$ cat src/rtl/divtim_pkg.sv
// types, constants and helpers for the divider and reloading timer
// no dependencies
package divtim_pkg;

    localparam int PRESCALER_BITS_DEF = 11;
    localparam int DIV_PRESC_BITS     = 9;
    localparam int DIV_PERIOD         = 256;
    localparam int PERIOD_BITS        = 11;
    localparam int CFG_IDX_BITS       = 2;
    localparam int CFG_DATA_BITS      = 8;

    localparam logic [CFG_IDX_BITS-1:0] CFG_TIMER_ENABLE = 2'd0;
    localparam logic [CFG_IDX_BITS-1:0] CFG_CLOCK_SELECT = 2'd1;
    localparam logic [CFG_IDX_BITS-1:0] CFG_RELOAD_VALUE = 2'd2;

    localparam logic [1:0] SEL_1024 = 2'd0;
    localparam logic [1:0] SEL_16   = 2'd1;
    localparam logic [1:0] SEL_64   = 2'd2;
    localparam logic [1:0] SEL_256  = 2'd3;

    typedef struct packed {
        logic [7:0] elapsed_cycles;
        logic       restart_prescaler;
    } t_req;

    typedef struct packed {
        logic [7:0] divider_value;
        logic [7:0] counter_value;
        logic       overflow_irq;
    } t_rsp;

    typedef struct packed {
        logic       timer_enable;
        logic [1:0] clock_select;
        logic [7:0] reload_value;
    } t_cfg;

    typedef struct packed {
        logic [7:0] count;
        logic       irq;
    } t_cnt_res;

    function automatic logic [PERIOD_BITS-1:0] period_of(input logic [1:0] sel);
        logic [PERIOD_BITS-1:0] p;
        case (sel)
            SEL_1024: p = 11'd1024;
            SEL_16:   p = 11'd16;
            SEL_64:   p = 11'd64;
            SEL_256:  p = 11'd256;
            default:  p = 11'd1024;
        endcase
        return p;
    endfunction

endpackage

$ cat src/rtl/divtim_if.sv
// valid/ready channel interfaces for requests and results
// depends on divtim_pkg
interface divtim_req_if;
    logic              valid;
    logic              ready;
    divtim_pkg::t_req  payload;

    modport source (output valid, output payload, input ready);
    modport sink   (input valid, input payload, output ready);
endinterface

interface divtim_rsp_if;
    logic              valid;
    logic              ready;
    divtim_pkg::t_rsp  payload;

    modport source (output valid, output payload, input ready);
    modport sink   (input valid, input payload, output ready);
endinterface

$ cat src/rtl/divtim_div.sv
// free-running divider: 9-bit prescaler and 8-bit count
// depends on divtim_pkg
module divtim_div (
    input  logic       i_clk,
    input  logic       i_rst_n,
    input  logic       i_step,
    input  logic [7:0] i_cycles,
    output logic [7:0] o_count
);
    localparam int SB = divtim_pkg::DIV_PRESC_BITS;

    logic [SB-1:0] r_presc, n_presc;
    logic [7:0]    r_count, n_count;
    logic [SB:0]   sum;

    always_comb begin
        sum     = {1'b0, r_presc} + (SB + 1)'(i_cycles);
        n_count = r_count;
        if (sum >= (SB + 1)'(divtim_pkg::DIV_PERIOD)) begin
            sum     = sum - (SB + 1)'(divtim_pkg::DIV_PERIOD);
            n_count = r_count + 8'd1;
        end
        n_presc = sum[SB-1:0];
    end

    always_ff @(posedge i_clk) begin
        if (!i_rst_n) begin
            r_presc <= '0;
            r_count <= '0;
        end else if (i_step) begin
            r_presc <= n_presc;
            r_count <= n_count;
        end
    end

    assign o_count = n_count;
endmodule

$ cat src/rtl/divtim_cnt.sv
// selectable-rate counter with saturating prescaler, reload and restart hold
// depends on divtim_pkg
module divtim_cnt #(
    parameter int PRESCALER_BITS = divtim_pkg::PRESCALER_BITS_DEF
) (
    input  logic                  i_clk,
    input  logic                  i_rst_n,
    input  logic                  i_step,
    input  logic [7:0]            i_cycles,
    input  logic                  i_restart,
    input  divtim_pkg::t_cfg      i_cfg,
    output divtim_pkg::t_cnt_res  o_res
);
    localparam int PB = PRESCALER_BITS;
    localparam logic [PB:0] SumMax = {1'b0, {PB{1'b1}}};

    logic [PB-1:0] r_presc, n_presc;
    logic [7:0]    r_count, n_count;
    logic          r_pend, n_pend;
    logic [PB-1:0] base, sat, period;
    logic [PB:0]   sum;
    logic          irq;

    always_comb begin
        n_pend  = r_pend | i_restart;
        n_presc = r_presc;
        n_count = r_count;
        irq     = 1'b0;
        base    = r_presc;
        period  = PB'(divtim_pkg::period_of(i_cfg.clock_select));
        sum     = '0;
        sat     = '0;
        if (i_cfg.timer_enable) begin
            if (n_pend) begin
                base = '0;
            end
            n_pend  = 1'b0;
            sum     = {1'b0, base} + (PB + 1)'(i_cycles);
            sat     = (sum > SumMax) ? SumMax[PB-1:0] : sum[PB-1:0];
            n_presc = sat;
            if (sat >= period) begin
                n_presc = sat - period;
                if (r_count == 8'hFF) begin
                    n_count = i_cfg.reload_value;
                    irq     = 1'b1;
                end else begin
                    n_count = r_count + 8'd1;
                end
            end
        end
    end

    always_ff @(posedge i_clk) begin
        if (!i_rst_n) begin
            r_presc <= '0;
            r_count <= '0;
            r_pend  <= 1'b0;
        end else if (i_step) begin
            r_presc <= n_presc;
            r_count <= n_count;
            r_pend  <= n_pend;
        end
    end

    assign o_res.count = n_count;
    assign o_res.irq   = irq;
endmodule

$ cat src/rtl/divider_and_reloading_timer_core.sv
// top level of the divider and reloading timer
// depends on divtim_pkg, divtim_if, divtim_div, divtim_cnt
//
//  channel    dir   payload                                        accept
//  i_req_ch   in    elapsed_cycles, restart_prescaler              valid && ready
//  o_res_ch   out   divider_value, counter_value, overflow_irq     valid && ready
//  i_cfg_*    in    index 0 enable, 1 clock select, 2 reload       i_cfg_we
//
// one request per cycle sustained while results are taken
// request register feeds one add-saturate-compare-subtract pass into the result register
// synchronous active-low reset clears state, config and both valid flags
// a stalled result holds; the request register still drains while the result is taken
module divider_and_reloading_timer_core #(
    parameter int PRESCALER_BITS = divtim_pkg::PRESCALER_BITS_DEF
) (
    input  logic                                 i_clk,
    input  logic                                 i_rst_n,
    divtim_req_if.sink                           i_req_ch,
    divtim_rsp_if.source                         o_res_ch,
    input  logic                                 i_cfg_we,
    input  logic [divtim_pkg::CFG_IDX_BITS-1:0]  i_cfg_idx,
    input  logic [divtim_pkg::CFG_DATA_BITS-1:0] i_cfg_wdata
);
    divtim_pkg::t_cfg     r_cfg;
    divtim_pkg::t_req     r_req;
    logic                 r_req_valid;
    divtim_pkg::t_rsp     r_rsp;
    logic                 r_rsp_valid;
    logic                 advance;
    logic [7:0]           div_next;
    divtim_pkg::t_cnt_res cnt_next;

    assign advance        = r_req_valid && (!r_rsp_valid || o_res_ch.ready);
    assign i_req_ch.ready = !r_req_valid || advance;

    always_ff @(posedge i_clk) begin
        if (!i_rst_n) begin
            r_cfg <= '0;
        end else if (i_cfg_we) begin
            case (i_cfg_idx)
                divtim_pkg::CFG_TIMER_ENABLE: r_cfg.timer_enable <= i_cfg_wdata[0];
                divtim_pkg::CFG_CLOCK_SELECT: r_cfg.clock_select <= i_cfg_wdata[1:0];
                divtim_pkg::CFG_RELOAD_VALUE: r_cfg.reload_value <= i_cfg_wdata[7:0];
                default: ;
            endcase
        end
    end

    always_ff @(posedge i_clk) begin
        if (!i_rst_n) begin
            r_req_valid <= 1'b0;
        end else if (i_req_ch.ready) begin
            r_req_valid <= i_req_ch.valid;
        end
    end

    always_ff @(posedge i_clk) begin
        if (i_req_ch.valid && i_req_ch.ready) begin
            r_req <= i_req_ch.payload;
        end
    end

    divtim_div u_div (
        .i_clk    (i_clk),
        .i_rst_n  (i_rst_n),
        .i_step   (advance),
        .i_cycles (r_req.elapsed_cycles),
        .o_count  (div_next)
    );

    divtim_cnt #(
        .PRESCALER_BITS (PRESCALER_BITS)
    ) u_cnt (
        .i_clk     (i_clk),
        .i_rst_n   (i_rst_n),
        .i_step    (advance),
        .i_cycles  (r_req.elapsed_cycles),
        .i_restart (r_req.restart_prescaler),
        .i_cfg     (r_cfg),
        .o_res     (cnt_next)
    );

    always_ff @(posedge i_clk) begin
        if (!i_rst_n) begin
            r_rsp_valid <= 1'b0;
        end else if (advance) begin
            r_rsp_valid <= 1'b1;
        end else if (o_res_ch.ready) begin
            r_rsp_valid <= 1'b0;
        end
    end

    always_ff @(posedge i_clk) begin
        if (advance) begin
            r_rsp.divider_value <= div_next;
            r_rsp.counter_value <= cnt_next.count;
            r_rsp.overflow_irq  <= cnt_next.irq;
        end
    end

    assign o_res_ch.valid   = r_rsp_valid;
    assign o_res_ch.payload = r_rsp;
endmodule

$ cat src/flat_wrapper.sv
// flat-port wrapper written by rule: the top's interface ports become plain ports
module divider_and_reloading_timer_core_flat 
#(
    parameter int PRESCALER_BITS = divtim_pkg::PRESCALER_BITS_DEF
)
  (i_clk, i_rst_n, i_cfg_we, i_cfg_idx, i_cfg_wdata, i_req_ch_valid, i_req_ch_payload, i_req_ch_ready, o_res_ch_valid, o_res_ch_payload, o_res_ch_ready);
  divtim_req_if i_req_ch_i ();
  divtim_rsp_if o_res_ch_i ();
  input  logic i_clk;
  input  logic i_rst_n;
  input  logic i_cfg_we;
  input  logic [divtim_pkg::CFG_IDX_BITS-1:0] i_cfg_idx;
  input  logic [divtim_pkg::CFG_DATA_BITS-1:0] i_cfg_wdata;
  input wire logic [$bits(i_req_ch_i.valid)-1:0] i_req_ch_valid;
  input wire logic [$bits(i_req_ch_i.payload)-1:0] i_req_ch_payload;
  output wire logic [$bits(i_req_ch_i.ready)-1:0] i_req_ch_ready;
  output wire logic [$bits(o_res_ch_i.valid)-1:0] o_res_ch_valid;
  output wire logic [$bits(o_res_ch_i.payload)-1:0] o_res_ch_payload;
  input wire logic [$bits(o_res_ch_i.ready)-1:0] o_res_ch_ready;
  assign i_req_ch_i.valid = i_req_ch_valid;
  assign i_req_ch_i.payload = i_req_ch_payload;
  assign i_req_ch_ready = i_req_ch_i.ready;
  assign o_res_ch_valid = o_res_ch_i.valid;
  assign o_res_ch_payload = o_res_ch_i.payload;
  assign o_res_ch_i.ready = o_res_ch_ready;
  divider_and_reloading_timer_core #(.PRESCALER_BITS(PRESCALER_BITS)) u_core (.i_clk(i_clk), .i_rst_n(i_rst_n), .i_req_ch(i_req_ch_i), .o_res_ch(o_res_ch_i), .i_cfg_we(i_cfg_we), .i_cfg_idx(i_cfg_idx), .i_cfg_wdata(i_cfg_wdata));
endmodule
$ cat config.mk
export PLATFORM = sky130hd
export DESIGN_NAME = divider_and_reloading_timer_core_flat
export DESIGN_NICKNAME = d
export VERILOG_FILES = /design/src/rtl/divtim_pkg.sv /design/src/rtl/divtim_if.sv /design/src/rtl/divtim_div.sv /design/src/rtl/divtim_cnt.sv /design/src/rtl/divider_and_reloading_timer_core.sv /design/src/flat_wrapper.sv
export SDC_FILE = /design/constraint.sdc
export NUM_CORES = 1
export LEC_CHECK = 0
export BUFFER_PORTS_ARGS = -buffer_cell sky130_fd_sc_hd__buf_2
export CORE_MARGIN = 10
export CORE_UTILIZATION = 54
export DETAILED_ROUTE_END_ITERATION = 7
export PLACE_DENSITY_LB_ADDON = 0.25
export SYNTH_ARGS = -nofsm -noshare
export SYNTH_HDL_FRONTEND = slang
export SYNTH_SLANG_ARGS = --single-unit
$ cat constraint.sdc
create_clock -name i_clk -period 4.9 [get_ports i_clk]
set_input_delay 0.245 -clock i_clk [delete_from_list [all_inputs] [get_ports i_clk]]
set_output_delay 0.245 -clock i_clk [all_outputs]
set_load 0.05 [all_outputs]
# ---- After elaboration in Yosys (flattened, before gate mapping)
# Cells that the tools add are included.
dict set report totals {
  out_inout_bits 19
  register_bits 76
  inputBits 24
  elab_cells 59
}
dict set report classes {
  n_mux 14
  reduce_logical 14
  bitwise 1
  n_addsub 6
  order_cmp 3
  eq_ne 6
}
# cell n
set op_table {}
lappend op_table {{2-to-1 mux 11 bit} 4}
lappend op_table {{case mux 11 bit (4 select lines)} 1}
lappend op_table {{2-to-1 mux 8 bit} 4}
lappend op_table {{adder 8 x 1 -> 8 bit (second input constant)} 2}
lappend op_table {{adder 11 x 8 -> 12 bit} 1}
lappend op_table {{greater-than comparator 12 x 11 -> 1 bit (second input constant)} 1}
lappend op_table {{greater-or-equal comparator 11 bit} 1}
lappend op_table {{subtractor 11 bit} 1}
lappend op_table {{adder 9 x 8 -> 10 bit} 1}
lappend op_table {{greater-or-equal comparator 10 x 9 -> 1 bit (second input constant)} 1}
lappend op_table {{AND reduction 2 bit} 5}
lappend op_table {{2-to-1 mux 9 bit} 1}
lappend op_table {{subtractor 9 bit (second input constant)} 1}
lappend op_table {{equality test 8 bit (second input constant)} 1}
lappend op_table {{equality test 2 bit (second input constant)} 3}
lappend op_table {{equality test 2 x 1 -> 1 bit (second input constant)} 2}
lappend op_table {{zero test 2 bit} 2}
lappend op_table {{2-to-1 mux 1 bit} 4}
lappend op_table {{logical AND 1 bit} 2}
lappend op_table {{zero test 1 bit} 2}
lappend op_table {{logical OR 1 bit} 2}
lappend op_table {{nonzero test 2 bit} 1}
lappend op_table {{bitwise OR 1 bit} 1}

# ---- Longest topological paths before layout
dict set report depth {
  depth_word 9
  ltp_mapped 21
  depth_no_buf 19
}

# ---- Cells and area by module
# Synthesis repeated with hierarchy kept, for this count alone.
dict set report hier_totals {
  hier_cells 531
  area_unflattened_um2 4787.1
}
# module cells_each n_inst area_each_um2 seq_area_each_um2
set modules_own_cells {}
lappend modules_own_cells {divtim_cnt 261 1 2019.4 400.4}
lappend modules_own_cells {divtim_div 188 1 1456.4 340.3}
lappend modules_own_cells {divider_and_reloading_timer_core 82 1 1311.3 1041.0}

# ---- Worst setup path before layout
# No wires, ideal clock.
dict set report synth_timing {
  kind {register to register}
  from {reg u_core.r_req[0] (netlist name)}
  to {reg u_core.r_rsp, in the netlist u_core.o_res_ch.payload[7] (data pin)}
  path_buffers 1
  path_stages_with_launch 20
  setup_slack_ps 164
  required_time_ps 4638
  period_less_slack_ps 4736
  setup_ps 262
  t_arrival_ps 4474
  cell_sequence {edfxtp_1 -> nor2_1 -> clkbuf_1 -> and2_1 -> ha_1 -> inv_1 -> fa_1 -> nor2b_1 -> o31ai_1 -> a2111oi_0 -> o21ai_0 -> xnor2_1 -> nand2_1 -> nand2_1 -> ha_1 -> nand4_1 -> a2111oi_4 -> a2111oi_4 -> or3_1 -> mux2_1}
}
# element line
set synth_lines {}
lappend synth_lines {{start: declaration} divider_and_reloading_timer_core.sv:25} ;# divtim_pkg::t_req r_req;
lappend synth_lines {{start signal: assignment} divider_and_reloading_timer_core.sv:59} ;# r_req <= i_req_ch.payload;
lappend synth_lines {{end: declaration} divider_and_reloading_timer_core.sv:27} ;# divtim_pkg::t_rsp r_rsp;

==> impl_metrics.csv <==
group,metric,value,unit
min_path,holdCritPathClass,"input port to flip-flop",
grt,track_usage,17.0,%
grt,grt_pass1_wl,16800,µm
worst_setup_path,startpoint_type,"flip-flop",
final_layout,nets,566,
clock_tree,cts_tree,"built",
clock_tree,cts_resized,0,
min_path,hold_end,"u_core.r_req[5]",
worst_setup_path,rr_worst_depth,17,
timing,rsz0062_at_grt,"false",
clock_tree,cts_hold_buf,0,
floorplan,chipHeight,110,µm
logic_synthesis,yosys_register_bits,76,
final_layout,multiInputGateArea,2490,µm²
clock_tree,clockBufferDepth,2,
timing,worstMarginPinSlew,1.10,ns
logic_synthesis,netlist.area_leader.share,22.7,%
timing,clock.fmax,220,MHz
clock_tree,clock_sinks,76,
outcome,status,"complete, no violations",
worst_setup_path,crit_start,"u_core.r_req[0]",
logic_synthesis,netlist-cell-type-count,68,
clock_tree,clk_pin_slew,0.07,ns
floorplan,ios,43,
clock_tree,cts_setup_buffers,0,
timing,setup-violations-final,0,
logic_synthesis,synth_fp_nets,522,
min_path,worstHoldPathCells,1,
detailed_routing,vias_per_cell,5.93,
place,hpwl,7500,µm
clock_tree,htree_levels,3,
detailed_routing,dr_total_vias,3700,
clock_tree,cts_buffers,9,
logic_synthesis,synth_area_leaders,"dfxtp_1 (23%), edfxtp_1 (18%), ha_1 (6.3%), nand2_1 (4.3%), mux2i_1 (3.6%)",
timing,fin_skew,0.00696,ns
final_layout,fin_util,63.2,%
power,p_leak,2.03,nW
timing,slew_headroom,26.6,%
worst_setup_path,r2r_setup_slack,0.35,ns
final_layout,drive_gt1_share,15.5,%
floorplan,rows,32,
worst_setup_path,slowest_delay,0.44,ns
logic_synthesis,yosys_warnings,0,
place,port_buffers,42,
power,power.density,281,nW/µm²
timing,slew_viol_final,0,
logic_synthesis,yosysSeqAreaShare,40.5,%
detailed_routing,drt_wl_total,10200,µm
final_layout,num_antenna_cells,0,
worst_setup_path,path_cells,"nor2_1 > buf_4 > and2_1 > ha_1 > nand4_1 > a21oi_1 > nor2_1 > a211oi_1 > a21oi_1 > ha_1 > nor3b_1 > and3_1 > o32ai_2 > and3_4 > a2111oi_4 > or3_1 > mux2_1",
worst_setup_path,cp.depth,17,
detailed_routing,detail-route-antenna-nets,0,
place,globalplace.congestion,0.903,
floorplan,core_area,7810,µm²
worst_setup_path,critical-path-top-delay-family,"simple AND/OR/NAND/NOR gates",
logic_synthesis,synth_area,4400,µm²
final_layout,area_growth,12.1,%
grt,antenna_found_initial,0,
detailed_routing,drtIter0Drc,207,
logic_synthesis,synthArstFlopShare,0,%
worst_setup_path,rr_startpoint,"u_core.r_req[0]",
floorplan,initial_core_util,56.4,%
logic_synthesis,synth_edf_count,26,
worst_setup_path,worstPathRequired,4.99,ns
timing,fin_setup_tns,0,ns
floorplan,die_area,12200,µm²
floorplan,die_x,110,µm
logic_synthesis,yosysTopAreaCell,"dfxtp_1",
power,power,1.39,mW
grt,first_global_vias,3593,
logic_synthesis,synth-main-ff-cell,"dfxtp_1",
detailed_routing,wl_per_cell,16.4,µm
worst_setup_path,cp-end-kind,"flip-flop",
timing,min_period,4.55,ns
logic_synthesis,syn_avg_cell_area,9.28,µm²
power,irDropWorstVdd,0.000173,V
worst_setup_path,path_class,"flip-flop to flip-flop",
min_path,holdCritStartpoint,"i_req_ch_payload[5]",
job,maxCapViolations,0,
final_layout,fillers,666,
worst_setup_path,crit_buf_inv,1,
logic_synthesis,synth_commonest_cells,"dfxtp_1 (50), nand2_1 (50), nor2_1 (42)",
clock_tree,clockRootBuffer,"clkbuf_8",
timing,hold_violations,0,
worst_setup_path,worst-path-max-fanout,12,
worst_setup_path,worst_path_max_delay_cell,"ha_1",
worst_setup_path,arrival,4.64,ns
detailed_routing,drtPass1Iterations,5,
place,placed_cells,609,
final_layout,seqCellArea,1780,µm²
grt,grt_max_degree,36,
final_layout,fin_cells,624,
logic_synthesis,syn_inst,474,
clock_tree,clkLatencyLatePin,0.34,ns
worst_setup_path,r2r_end,"u_core.o_res_ch.payload[7]",
detailed_routing,post-route-drc-count,0,
timing,period_share,92.8,%
grt,grt_overflow_total,0,
-- placed cells by master, fill, tap and decap left out, types with 9 or more instances in the layout --
master,n
and2_1,16
nand3_1,13
dfxtp_1,50
inv_1,13
mux2i_1,16
nor3_1,13
o31ai_1,9
o21ai_0,19
buf_2,42
xnor2_1,14
edfxtp_1,26
ha_1,22
nor2_1,42
a21oi_1,30
nand2_1,50
clkbuf_8,11
-- kinds of logic after synthesis --
logic type / share of synthesized area (%)
simple gates: 22.3
xor+xnor: 4.38
buf+inv: 3.01
mux: 4.41
flops: 40.5
fa+ha+maj: 7.17
compound gates: 18.2
-- metal layers --
metal  GRT usage, %  vias up  part of all wire (%)
met3           3.37       13                   6.7
met2           29.0      113                    49
met5              0        -                     0
li1               -     1817                     -
met1           21.3     1757                    44
met4           4.77        0                   1.1
-- registers in the layout (all words and copies together) (netlist names) --
register / flops
u_core.o_res_ch.payload: 17
u_core.r_cfg: 11
u_core.u_cnt.r_presc: 11
u_core.r_req: 9
u_core.u_div.r_presc: 9
u_core.u_cnt.r_count: 8
u_core.u_div.r_count: 8
u_core.o_res_ch.valid: 1
u_core.r_req_valid: 1
u_core.u_cnt.r_pend: 1
-- area by class of cell --
cell class,instances,share of cell area [%]
Clock buffer,11,3.07
Inverter,14,1.06
Multi-Input combinational cell,368,50.4
Tap cell,102,2.59
Clock inverter,4,1.47
Sequential cell,76,36.1
Timing Repair Buffer,49,5.32
-- worst max-delay path by stage --
stage / to / slack, ns
6_report: u_core.o_res_ch.payload[7] / 0.35
5_1_grt: u_core.o_res_ch.payload[6] / 0.04
4_1_cts: u_core.o_res_ch.payload[7] / 0.29
3_5_place_dp: u_core.o_res_ch.payload[7] / 0.31
3_3_place_gp: u_core.o_res_ch.payload[7] / 0.44
2_1_floorplan: u_core.o_res_ch.payload[7] / 0.16
-- power by group --
group          total (mW)  internal [mW]  switching [mW]
sequential          0.684          0.672          0.0121
combinational       0.168         0.0597           0.108
clock               0.536          0.311           0.225
-- through the flow --
stage | hold WS [ns] | worst slack [ns] | instance area, µm²
after floorplan | 0.344 | 0.164 | 4400
after detailed placement | 0.423 | 0.315 | 4710
after CTS | 0.0639 | 0.287 | 4930
after global placement | 0.421 | 0.443 | 4710
after global routing | 0.0649 | 0.0372 | 4930
final | 0.0730 | 0.352 | 4930
Power figures use the tool's default switching activity.
